<file path="src/rtl/bdq_pkg.sv">
// shared types and codes for the bounded deque with search unit
// no dependencies
package bdq_pkg;

  localparam int REQ_W     = 3;
  localparam int VAL_W     = 32;
  localparam int STAT_W    = 2;
  localparam int CNT_OUT_W = 5;

  // command queue between front and back
  localparam int Q_DEPTH = 2;
  localparam int Q_PTR_W = 1;
  localparam int Q_CNT_W = 2;

  typedef enum logic [REQ_W-1:0] {
    REQ_PUSH_FRONT = 3'd0,
    REQ_PUSH_BACK  = 3'd1,
    REQ_POP_FRONT  = 3'd2,
    REQ_POP_BACK   = 3'd3,
    REQ_SEARCH     = 3'd4,
    REQ_REVERSE    = 3'd5
  } req_code_t;

  typedef enum logic [STAT_W-1:0] {
    ST_DONE  = 2'd0,
    ST_EMPTY = 2'd1,
    ST_FULL  = 2'd2
  } status_t;

  typedef enum logic [2:0] {
    OP_NOP,
    OP_PUSH,
    OP_POP,
    OP_SEARCH,
    OP_REVERSE
  } op_kind_t;

  // classified request
  typedef struct packed {
    op_kind_t               kind;
    logic                   log_front;
    logic [VAL_W-1:0]       value;
  } bdq_op_t;

  // result item
  typedef struct packed {
    status_t                status;
    logic                   found;
    logic signed [VAL_W-1:0] removed_value;
    logic [CNT_OUT_W-1:0]   entry_count;
  } bdq_rsp_t;

endpackage

</file>
<file path="src/rtl/bdq_if.sv">
// request and result channel interfaces for the deque unit
// depends on bdq_pkg
interface bdq_req_if;
  import bdq_pkg::*;

  logic                    valid;
  logic                    ready;
  logic [REQ_W-1:0]        req_type;
  logic signed [VAL_W-1:0] item_value;

  modport source (output valid, req_type, item_value, input ready);
  modport sink   (input valid, req_type, item_value, output ready);
endinterface

interface bdq_rsp_if;
  import bdq_pkg::*;

  logic                    valid;
  logic                    ready;
  logic [STAT_W-1:0]       status;
  logic                    found;
  logic signed [VAL_W-1:0] removed_value;
  logic [CNT_OUT_W-1:0]    entry_count;

  modport source (output valid, status, found, removed_value, entry_count, input ready);
  modport sink   (input valid, status, found, removed_value, entry_count, output ready);
endinterface

</file>
<file path="src/rtl/bounded_deque_with_search_unit.sv">
// Bounded double-ended queue of signed 32-bit values with search.
// Request channel in_req carries req_type (push front/back, pop front/back,
// search, reverse) and item_value; result channel out_rsp returns one item
// per request with status, found, removed_value and entry_count.
// Requests are classified into a two-entry command queue; the back end
// executes one command at a time against a single-port ring store.
// Push, reverse, search of an empty list, empty pop and full push register
// their result directly; a pop issues the read and returns the entry from
// the S_POP state; a search reads one stored entry per cycle through the
// memory port, stops on a hit and otherwise ends with a last compare.
// Sustained rate: one item per cycle for non-memory-read commands while
// out_rsp.ready is high; a pop or search takes no new command until done.
// Reset (rst_n low, synchronous) empties the list, clears the reversal flag
// and drops queued and pending items; stored values are not cleared.
// When out_rsp.ready is low the result is held in the output register; up
// to two more requests are accepted into the queue, then in_req.ready drops.
// depends on bdq_pkg, bdq_if, bdq_front, bdq_fifo, bdq_back
module bounded_deque_with_search_unit #(
  parameter int DEPTH = 16
) (
  input  logic      clk,
  input  logic      rst_n,
  bdq_req_if.sink   in_req,
  bdq_rsp_if.source out_rsp
);
  import bdq_pkg::*;

  logic     q_push, q_full, q_vld, q_rdy;
  bdq_op_t  push_op, pop_op;
  bdq_rsp_t rsp;

  // classify incoming items
  bdq_front u_front (
    .in_vld        (in_req.valid),
    .in_req_type   (in_req.req_type),
    .in_item_value (in_req.item_value),
    .in_rdy        (in_req.ready),
    .q_push        (q_push),
    .q_op          (push_op),
    .q_full        (q_full)
  );

  // decoupling queue
  bdq_fifo u_fifo (
    .clk      (clk),
    .rst_n    (rst_n),
    .push_vld (q_push),
    .push_op  (push_op),
    .full     (q_full),
    .pop_vld  (q_vld),
    .pop_rdy  (q_rdy),
    .pop_op   (pop_op)
  );

  // execute against the ring store
  bdq_back #(
    .DEPTH (DEPTH)
  ) u_back (
    .clk     (clk),
    .rst_n   (rst_n),
    .q_vld   (q_vld),
    .q_op    (pop_op),
    .q_rdy   (q_rdy),
    .out_vld (out_rsp.valid),
    .out_rdy (out_rsp.ready),
    .out_rsp (rsp)
  );

  assign out_rsp.status        = rsp.status;
  assign out_rsp.found         = rsp.found;
  assign out_rsp.removed_value = rsp.removed_value;
  assign out_rsp.entry_count   = rsp.entry_count;

endmodule

</file>
<file path="src/rtl/bdq_front.sv">
// front end: takes request items and classifies them into queue commands
// depends on bdq_pkg
module bdq_front (
  input  logic                           in_vld,
  input  logic [bdq_pkg::REQ_W-1:0]      in_req_type,
  input  logic signed [bdq_pkg::VAL_W-1:0] in_item_value,
  output logic                           in_rdy,
  output logic                           q_push,
  output bdq_pkg::bdq_op_t               q_op,
  input  logic                           q_full
);
  import bdq_pkg::*;

  // accept whenever the command queue has room
  assign in_rdy = ~q_full;
  assign q_push = in_vld & ~q_full;

  // decode request code into operation and logical end
  always_comb begin
    q_op.kind      = OP_NOP;
    q_op.log_front = 1'b0;
    q_op.value     = in_item_value;
    case (in_req_type)
      REQ_PUSH_FRONT: begin
        q_op.kind      = OP_PUSH;
        q_op.log_front = 1'b1;
      end
      REQ_PUSH_BACK: begin
        q_op.kind      = OP_PUSH;
      end
      REQ_POP_FRONT: begin
        q_op.kind      = OP_POP;
        q_op.log_front = 1'b1;
      end
      REQ_POP_BACK: begin
        q_op.kind      = OP_POP;
      end
      REQ_SEARCH: begin
        q_op.kind      = OP_SEARCH;
      end
      REQ_REVERSE: begin
        q_op.kind      = OP_REVERSE;
      end
      default: begin
        q_op.kind      = OP_NOP;
      end
    endcase
  end

endmodule

</file>
<file path="src/rtl/bdq_fifo.sv">
// small command queue between the front and back ends
// depends on bdq_pkg
module bdq_fifo (
  input  logic             clk,
  input  logic             rst_n,
  input  logic             push_vld,
  input  bdq_pkg::bdq_op_t push_op,
  output logic             full,
  output logic             pop_vld,
  input  logic             pop_rdy,
  output bdq_pkg::bdq_op_t pop_op
);
  import bdq_pkg::*;

  bdq_op_t            buf_r [Q_DEPTH];
  logic [Q_PTR_W-1:0] wr_ptr_r, wr_ptr_nxt;
  logic [Q_PTR_W-1:0] rd_ptr_r, rd_ptr_nxt;
  logic [Q_CNT_W-1:0] cnt_r, cnt_nxt;
  logic               do_push, do_pop;

  assign full    = (cnt_r == Q_CNT_W'(Q_DEPTH));
  assign pop_vld = (cnt_r != '0);
  assign pop_op  = buf_r[rd_ptr_r];
  assign do_push = push_vld & ~full;
  assign do_pop  = pop_vld & pop_rdy;

  // pointer and fill bookkeeping
  always_comb begin
    wr_ptr_nxt = do_push ? wr_ptr_r + Q_PTR_W'(1) : wr_ptr_r;
    rd_ptr_nxt = do_pop  ? rd_ptr_r + Q_PTR_W'(1) : rd_ptr_r;
    cnt_nxt    = cnt_r;
    if (do_push && !do_pop) begin
      cnt_nxt = cnt_r + Q_CNT_W'(1);
    end else if (!do_push && do_pop) begin
      cnt_nxt = cnt_r - Q_CNT_W'(1);
    end
  end

  always_ff @(posedge clk) begin
    if (!rst_n) begin
      wr_ptr_r <= '0;
      rd_ptr_r <= '0;
      cnt_r    <= '0;
    end else begin
      wr_ptr_r <= wr_ptr_nxt;
      rd_ptr_r <= rd_ptr_nxt;
      cnt_r    <= cnt_nxt;
    end
  end

  // entry storage
  always_ff @(posedge clk) begin
    if (do_push) begin
      buf_r[wr_ptr_r] <= push_op;
    end
  end

endmodule

</file>
<file path="src/rtl/bdq_back.sv">
// back end: ring store, pointers, search walk and result register
// depends on bdq_pkg
module bdq_back #(
  parameter int DEPTH = 16
) (
  input  logic             clk,
  input  logic             rst_n,
  input  logic             q_vld,
  input  bdq_pkg::bdq_op_t q_op,
  output logic             q_rdy,
  output logic             out_vld,
  input  logic             out_rdy,
  output bdq_pkg::bdq_rsp_t out_rsp
);
  import bdq_pkg::*;

  localparam int IDX_W = (DEPTH > 1) ? $clog2(DEPTH) : 1;
  localparam int CNT_W = $clog2(DEPTH + 1);
  localparam logic [IDX_W:0]   DEPTH_X  = (IDX_W+1)'(DEPTH);
  localparam logic [IDX_W-1:0] IDX_LAST = IDX_W'(DEPTH - 1);
  localparam logic [IDX_W-1:0] IDX_ONE  = IDX_W'(1);
  localparam logic [CNT_W-1:0] CNT_FULL = CNT_W'(DEPTH);
  localparam logic [CNT_W-1:0] CNT_ONE  = CNT_W'(1);

  typedef enum logic [1:0] {
    S_IDLE,
    S_POP,
    S_SEARCH
  } state_t;

  state_t             state_r, state_nxt;
  logic [IDX_W-1:0]   front_r, front_nxt;
  logic [CNT_W-1:0]   count_r, count_nxt;
  logic               rev_r, rev_nxt;
  logic [CNT_W-1:0]   idx_r, idx_nxt;
  logic [VAL_W-1:0]   key_r, key_nxt;
  logic               cmp_vld_r, cmp_vld_nxt;
  logic               out_vld_r, out_vld_nxt;
  bdq_rsp_t           rsp_r, rsp_nxt;

  logic [VAL_W-1:0]   mem [DEPTH];
  logic [VAL_W-1:0]   rd_data_r;
  logic               mem_we, mem_re;
  logic [IDX_W-1:0]   mem_addr;

  logic               out_free;
  logic               phys_front;
  logic [CNT_W-1:0]   off_sel;
  logic [IDX_W:0]     slot_sum;
  logic [IDX_W-1:0]   slot_off, slot_dec, front_inc;

  assign out_vld  = out_vld_r;
  assign out_rsp  = rsp_r;
  assign out_free = ~out_vld_r | out_rdy;

  // reversal swaps which physical end a logical end maps to
  assign phys_front = q_op.log_front ^ rev_r;

  // ring slot arithmetic, one compare and subtract for the wrap
  always_comb begin
    if (state_r == S_SEARCH) begin
      off_sel = idx_r;
    end else if (q_op.kind == OP_POP) begin
      off_sel = count_r - CNT_ONE;
    end else begin
      off_sel = count_r;
    end
    slot_sum  = (IDX_W+1)'(front_r) + (IDX_W+1)'(off_sel);
    slot_off  = (slot_sum >= DEPTH_X) ? IDX_W'(slot_sum - DEPTH_X) : IDX_W'(slot_sum);
    slot_dec  = (front_r == '0) ? IDX_LAST : front_r - IDX_ONE;
    front_inc = (front_r == IDX_LAST) ? '0 : front_r + IDX_ONE;
  end

  // command execution
  always_comb begin
    state_nxt   = state_r;
    front_nxt   = front_r;
    count_nxt   = count_r;
    rev_nxt     = rev_r;
    idx_nxt     = idx_r;
    key_nxt     = key_r;
    cmp_vld_nxt = cmp_vld_r;
    out_vld_nxt = out_vld_r & ~out_rdy;
    rsp_nxt     = rsp_r;
    mem_we      = 1'b0;
    mem_re      = 1'b0;
    mem_addr    = slot_off;
    q_rdy       = 1'b0;

    case (state_r)
      S_IDLE: begin
        q_rdy = out_free;
        if (q_vld && out_free) begin
          rsp_nxt.status        = ST_DONE;
          rsp_nxt.found         = 1'b0;
          rsp_nxt.removed_value = '0;
          rsp_nxt.entry_count   = CNT_OUT_W'(count_r);
          out_vld_nxt           = 1'b1;
          case (q_op.kind)
            OP_PUSH: begin
              if (count_r == CNT_FULL) begin
                rsp_nxt.status = ST_FULL;
              end else begin
                mem_we = 1'b1;
                if (phys_front) begin
                  mem_addr  = slot_dec;
                  front_nxt = slot_dec;
                end
                count_nxt           = count_r + CNT_ONE;
                rsp_nxt.entry_count = CNT_OUT_W'(count_r + CNT_ONE);
              end
            end
            OP_POP: begin
              if (count_r == '0) begin
                rsp_nxt.status = ST_EMPTY;
              end else begin
                mem_re      = 1'b1;
                out_vld_nxt = 1'b0;
                if (phys_front) begin
                  mem_addr  = front_r;
                  front_nxt = front_inc;
                end
                count_nxt = count_r - CNT_ONE;
                state_nxt = S_POP;
              end
            end
            OP_SEARCH: begin
              if (count_r != '0) begin
                out_vld_nxt = 1'b0;
                key_nxt     = q_op.value;
                idx_nxt     = '0;
                cmp_vld_nxt = 1'b0;
                state_nxt   = S_SEARCH;
              end
            end
            OP_REVERSE: begin
              rev_nxt = ~rev_r;
            end
            default: begin
            end
          endcase
        end
      end
      // read data of the popped entry is back
      S_POP: begin
        out_vld_nxt           = 1'b1;
        rsp_nxt.status        = ST_DONE;
        rsp_nxt.found         = 1'b0;
        rsp_nxt.removed_value = rd_data_r;
        rsp_nxt.entry_count   = CNT_OUT_W'(count_r);
        state_nxt             = S_IDLE;
      end
      // one read issued and one compare done per cycle
      S_SEARCH: begin
        rsp_nxt.status        = ST_DONE;
        rsp_nxt.removed_value = '0;
        rsp_nxt.entry_count   = CNT_OUT_W'(count_r);
        if (cmp_vld_r && (rd_data_r == key_r)) begin
          rsp_nxt.found = 1'b1;
          out_vld_nxt   = 1'b1;
          cmp_vld_nxt   = 1'b0;
          state_nxt     = S_IDLE;
        end else if (idx_r < count_r) begin
          mem_re      = 1'b1;
          idx_nxt     = idx_r + CNT_ONE;
          cmp_vld_nxt = 1'b1;
        end else begin
          cmp_vld_nxt = 1'b0;
          if (!cmp_vld_r) begin
            rsp_nxt.found = 1'b0;
            out_vld_nxt   = 1'b1;
            state_nxt     = S_IDLE;
          end
        end
      end
      default: begin
        state_nxt = S_IDLE;
      end
    endcase
  end

  // state and result register
  always_ff @(posedge clk) begin
    if (!rst_n) begin
      state_r   <= S_IDLE;
      front_r   <= '0;
      count_r   <= '0;
      rev_r     <= 1'b0;
      cmp_vld_r <= 1'b0;
      out_vld_r <= 1'b0;
    end else begin
      state_r   <= state_nxt;
      front_r   <= front_nxt;
      count_r   <= count_nxt;
      rev_r     <= rev_nxt;
      cmp_vld_r <= cmp_vld_nxt;
      out_vld_r <= out_vld_nxt;
    end
    idx_r <= idx_nxt;
    key_r <= key_nxt;
    rsp_r <= rsp_nxt;
  end

  // ring store, single port with registered read
  always_ff @(posedge clk) begin
    if (mem_we) begin
      mem[mem_addr] <= q_op.value;
    end
    if (mem_re) begin
      rd_data_r <= mem[mem_addr];
    end
  end

endmodule

</file>
<file path="src/flat_wrapper.sv">
// flat-port wrapper written by rule: the top's interface ports become plain ports
module bounded_deque_with_search_unit_flat import bdq_pkg::*;
#(
  parameter int DEPTH = 16
)
  (clk, rst_n, in_req_valid, in_req_req_type, in_req_item_value, in_req_ready, out_rsp_valid, out_rsp_status, out_rsp_found, out_rsp_removed_value, out_rsp_entry_count, out_rsp_ready);
  bdq_req_if in_req_i ();
  bdq_rsp_if out_rsp_i ();
  input  logic clk;
  input  logic rst_n;
  input wire logic [$bits(in_req_i.valid)-1:0] in_req_valid;
  input wire logic [$bits(in_req_i.req_type)-1:0] in_req_req_type;
  input wire logic [$bits(in_req_i.item_value)-1:0] in_req_item_value;
  output wire logic [$bits(in_req_i.ready)-1:0] in_req_ready;
  output wire logic [$bits(out_rsp_i.valid)-1:0] out_rsp_valid;
  output wire logic [$bits(out_rsp_i.status)-1:0] out_rsp_status;
  output wire logic [$bits(out_rsp_i.found)-1:0] out_rsp_found;
  output wire logic [$bits(out_rsp_i.removed_value)-1:0] out_rsp_removed_value;
  output wire logic [$bits(out_rsp_i.entry_count)-1:0] out_rsp_entry_count;
  input wire logic [$bits(out_rsp_i.ready)-1:0] out_rsp_ready;
  assign in_req_i.valid = in_req_valid;
  assign in_req_i.req_type = in_req_req_type;
  assign in_req_i.item_value = in_req_item_value;
  assign in_req_ready = in_req_i.ready;
  assign out_rsp_valid = out_rsp_i.valid;
  assign out_rsp_status = out_rsp_i.status;
  assign out_rsp_found = out_rsp_i.found;
  assign out_rsp_removed_value = out_rsp_i.removed_value;
  assign out_rsp_entry_count = out_rsp_i.entry_count;
  assign out_rsp_i.ready = out_rsp_ready;
  bounded_deque_with_search_unit #(.DEPTH(DEPTH)) u_core (.clk(clk), .rst_n(rst_n), .in_req(in_req_i), .out_rsp(out_rsp_i));
endmodule
</file>
<file path="config.mk">
export PLATFORM = sky130hd
export DESIGN_NAME = bounded_deque_with_search_unit_flat
export DESIGN_NICKNAME = d
export VERILOG_FILES = /design/src/rtl/bdq_pkg.sv /design/src/rtl/bdq_if.sv /design/src/rtl/bounded_deque_with_search_unit.sv /design/src/rtl/bdq_front.sv /design/src/rtl/bdq_fifo.sv /design/src/rtl/bdq_back.sv /design/src/flat_wrapper.sv
export SDC_FILE = /design/constraint.sdc
export NUM_CORES = 1
export LEC_CHECK = 0
export ABC_AREA = 1
export BUFFER_PORTS_ARGS = -buffer_cell sky130_fd_sc_hd__buf_2
export CAP_MARGIN = 5
export CORE_UTILIZATION = 55
export CTS_CLUSTER_SIZE = 12
export DETAILED_ROUTE_END_ITERATION = 8
export PLACE_DENSITY = 0.83
export RECOVER_POWER = 100
export SYNTH_ARGS = -nofsm -noshare
export SYNTH_HDL_FRONTEND = slang
export SYNTH_SLANG_ARGS = --single-unit
</file>
<file path="constraint.sdc">
create_clock -name clk -period 5.2 [get_ports clk]
set_input_delay 1.3 -clock clk [delete_from_list [all_inputs] [get_ports clk]]
set_output_delay 1.3 -clock clk [all_outputs]
set_load 0.03 [all_outputs]
</file>
After elaboration in Yosys (flattened, before gate mapping)
Memories as Yosys holds them, arrays and structs flattened. A register that Yosys moved wholly into a read port is not among the register bits.
Cells that the tools add are included.
Widths: inputs -> output; s select.
Word-level totals
  register bits after elaboration: 95
  RAM bits: 584
  input bits: 39
  output and inout bits: 42
  word-level logic and storage cells: 173
  memories: 2
Memories
  u_core.u_back.mem: depth 16, width 32, rd ports 1, clocked after memory_dff 1, wr ports 1, RTL line bdq_back.sv:41  | logic [VAL_W-1:0] mem [DEPTH];
  u_core.u_fifo.buf_r: depth 2, width 36, rd ports 1, clocked after memory_dff 1, wr ports 1, RTL line bdq_fifo.sv:15  | bdq_op_t buf_r [Q_DEPTH];
Operators by class
  add/subtract/negate cells: 11
  order comparisons: 2
  equality and inequality tests: 29
  multiplexer cells: 76
  bitwise operators: 10
  reductions and logical operators: 28
Operators by type and width (count)
  $pmux 40 s3: 1
  $mux 4: 13
  $mux 5: 10
  $mux 40: 1
  $eq 32x32->1: 1
  $mux 1: 30
  $pmux 5 s2: 2
  $mux 2: 9
  $pmux 4 s2: 2
  $reduce_and 4->1: 4
  $ne 2x2->1 const B: 7
  $eq 3x2->1 const B: 4
  $pmux 2 s2: 3
  $pmux 3 s4: 1
  $reduce_and 6->1: 2
  $add 5x1->5 const B: 2
  $eq 3x3->1 const B: 3
  $ne 3x3->1 const B: 3
  $reduce_bool 2->1: 4
  $sub 4x1->4 const B: 2
  $reduce_and 7->1: 1
  $eq 3x1->1 const B: 2
  $ne 3x2->1 const B: 2
  $pmux 1 s2: 3
  other kinds (29): 44

Logic depth before layout (Yosys ltp)
  depth after elaboration: 11
  depth in mapped cells: 27

Hierarchy
Synthesis repeated with hierarchy kept, for this count alone.
Unflattened totals
  cell total of the unflattened synthesis: 2835
  area, all modules: 30949.7 µm²
By module, submodules not included
  bdq_back: instances 1, cells each 2642, area an instance 27666.5 µm², sequential area each 18928.2 µm²
  bdq_fifo: instances 1, cells each 149, area an instance 2996.6 µm², sequential area each 2262.2 µm²
  bdq_front: instances 1, cells each 44, area an instance 286.5 µm², sequential area each 0.0 µm²

Least setup slack after synthesis
Ideal clock, no wire load.
  kind: register -> register
  start point: register with a tool-made name
  end point: memory u_core.u_back.mem[4][0], enable pin
  library setup time: 421 ps
  arrival: 4543 ps
  slack: 236 ps
  cell stages (with the launch flop): 23
  clock period less this slack: 4964 ps
  cells stage by stage: dfxtp_1 buf_6 nand2_1 nand2_2 nand2_1 nor2_2 clkbuf_1 nand2_1 a31o_2 inv_1 ha_1 inv_1 fa_1 xor2_1 a21oi_1 o21ai_0 nand3_1 o21ai_1 inv_1 buf_2 buf_2 nand2_1 nor2_1
RTL lines (RTL line)
  to (decl): bdq_back.sv:41

==> results.md <==
- Core area: 0.0552 sq mm
- Layout filler cell count: 4125
- Wire per inst: 20.0 um
- Mapped cell area: 0.0308 sq mm
- Maximum Capacitance Violations: 6
- IO Count: 81
- Top-count cell post-synth: nand2_1
- FFs w/ async S/R, synth: 0%
- Placed instance count: 3648
- Area occupied by multi-input gates: 0.00843 sq mm
- Clock Skews: 0.0202 ns
- Slowest CP cell: clkbuf_2
- Hold buffers post-CTS: 0
- Top FF cell, synth: edfxtp_1
- Cell Count, Final, Fillers Out: 3760
- Gpl congestion: 0.898
- Slew Limit Fails: 148
- Clock buffer depth: 3
- CP arrival: 5.02 ns
- Die width: 239 um
- Die height: 239 um
- Vias post-DR: 21507
- CTS buffer count: 73
- CP peak stage delay: 0.54 ns
- Seq cells post-synth: 712
- Crit Path Max Fanout: 19
- Site Rows: 86
- Worst EP required: 5.43 ns
- Area grow syn2layout: 10.1%
- Startpoint types: flip-flop
- Final Hold Fails: 0
- Cell Chain, Critical Path: inv_2 -> nand2_1 -> nand2_4 -> nand2_1 -> nor2_2 -> nand2_1 -> a31o_2 -> inv_1 -> ha_1 -> inv_1 -> fa_1 -> xor2_1 -> a21oi_1 -> o21ai_0 -> nand3_1 -> o21ai_2 -> inv_1 -> nand2_1 -> nor2_4 -> clkbuf_2
- Final-report setup violation count: 0
- Sequential area share after synthesis: 68.8%
- Final period util: 92.1%
- Min-delay worst type: reg -> reg
- CP bufs+invs: 5
- Slew @ Worst Pin: 2.48 ns
- RSZ-0062 raised after global routing: no
- Rel. slew slack: -65.7%
- Reg area: 0.0212 sq mm
- # DRC: 0
- H-tree lvl count: 3
- Tot GR Track Use: 26.6%
- Synth top area share: 67.6%
- CTS tree: built
- Vias in the first global route: 20696
- Synth area leader: edfxtp_1
- Post-CTS Setup Inserts: 0
- Crit path kind: reg -> reg
- ANT cells: 0
- CP top delay family: simple AND/OR/NAND/NOR gates
- HPWL Detailed: 42400 um
- First-pass GRT wire length: 115000 um
- Worst setup EP type: flip-flop
- Reg clk slew, reported paths: 0.06 ns
- Failing checks: max-capacitance violations, max-slew violations
- Full die area: 0.0570 sq mm
- Syn Area/Cell: 10.6 sq um
- Syn nets: 2971
- FMAX: 209 MHz
- Clock Latency Late Sink: 0.61 ns
- Antenna violations before repair: 0
- Post-synth top cells: nand2_1 (1400), edfxtp_1 (693), nand3_1 (262)
- Port Buf Inserts: 80
- Unique cell type count in the Yosys netlist: 41
- Top cells by area, synth: edfxtp_1 (68%), nand2_1 (17%), nand3_1 (4.3%), inv_1 (1.2%), dfxtp_1 (1.2%)
- CTS resizes: 0
- Cell mode on critical path: nand2_1
- Drt pass-1 iters: 8
- EDFF count, synth: 693
- Fin nets: 3033
- Initial DRC Count: 3208
- Total negative setup slack: 0 ns
- Vias per std cell: 5.72
- Drt total wl: 75200 um
- Hold Slack: 0.478 ns
- Yosys warns: 0
- Grt total ovfl: 0
- Gate Count Post-Synth: 2913
- Clock Sinks: 712
- Final min period: 4.79 ns
- Outcome: finished, violations left
- Root Buffer: clkbuf_16
- Routed Antenna Nets: 0
- Share of cells above drive strength 1: 6.94%
- Initial Util: 55.8%
- Largest net degree at the start of global routing: 225
[routing by layer]
layer	routed length [um]	vias up	GRT usage, %
li1	-	9866	-
met1	28600	10092	35.1
met2	35900	1352	43.6
met3	7760	197	4.67
met4	2940	0	11.2
met5	0	-	0
[logic make-up after synthesis]
family	count (synthesis)	synth area share [%]
XOR/XNOR	31	0.881
flip-flops	712	68.8
adder cells (fa/ha/maj)	19	0.796
buffers and inverters	263	4.23
AND/OR/NAND/NOR	1812	23.9
AO/OA/AOI/OAI	76	1.42
[stage by stage]
step | utilization, % | setup WS, ns | area (sq um)
floorplan | - | 0.236 | 30800
global placement | 58.1 | 0.699 | 32100
detailed placement | 58.1 | 0.567 | 32100
CTS | 61.9 | 0.548 | 34200
global route | 61.4 | 0.0703 | 33900
finish | 61.4 | 0.410 | 33900
[layout make-up]
class,instances,share of cell area [%]
Clock buffer,95,5.88
Tap cell,748,2.76
Multi-Input combinational cell,1938,24.9
Clock inverter,17,0.321
Sequential cell,712,62.5
Inverter,113,1.27
Timing Repair Buffer,137,2.45
[path summary, 6_finish.rpt]
check | from | slack, ns | depth (start not counted) | endpoint
max | flip-flop | 0.41 | 20 | u_core.u_back.mem[6][0]$_DFFE_PP_
min | u_core.u_fifo.cnt_r[1]$_SDFFE_PN0P_ | 0.48 | 2 | u_core.u_fifo.cnt_r[1]$_SDFFE_PN0P_
max reg2reg | flip-flop | 0.41 | 20 | u_core.u_back.mem[6][0]$_DFFE_PP_
min reg2reg | u_core.u_fifo.cnt_r[1]$_SDFFE_PN0P_ | 0.48 | 2 | u_core.u_fifo.cnt_r[1]$_SDFFE_PN0P_
[tightest hold or removal path, cell delays in order (launching register included)]
cell	delay (ns)
dfxtp_1	0.32
inv_2	0.06
a21oi_1	0.05
[flip-flops by register name, indices dropped and copies added (netlist names), 4 cells and up, named ones only]
signal                   cells
u_core.u_back.front_r        4
u_core.u_back.count_r        5
u_core.u_back.rd_data_r     32
u_core.u_back.idx_r          5
u_core.u_back.out_rsp       40
u_core.u_back.mem          512
u_core.u_back.key_r         32
u_core.u_fifo.buf_r         72
[layout by cell type, fill, tap and decap left out, drive strengths merged, types with 2 or more instances in the layout]
cell type  instances
nor2              70
or2               12
a221oi             4
nand3            266
inv              114
nor3              11
clkinv            15
nand2           1408
clkbuf           173
edfxtp           693
dfxtp             19
o211ai             3
xnor2              8
a211oi             2
buf               59
a21oi             33
ha                18
nor4               8
o21ai             28
o22ai              2
xor2              23
nand4             37
Power is not shown: default switching activity piles up to over one toggle a cycle in this logic, so the estimate is an artifact.
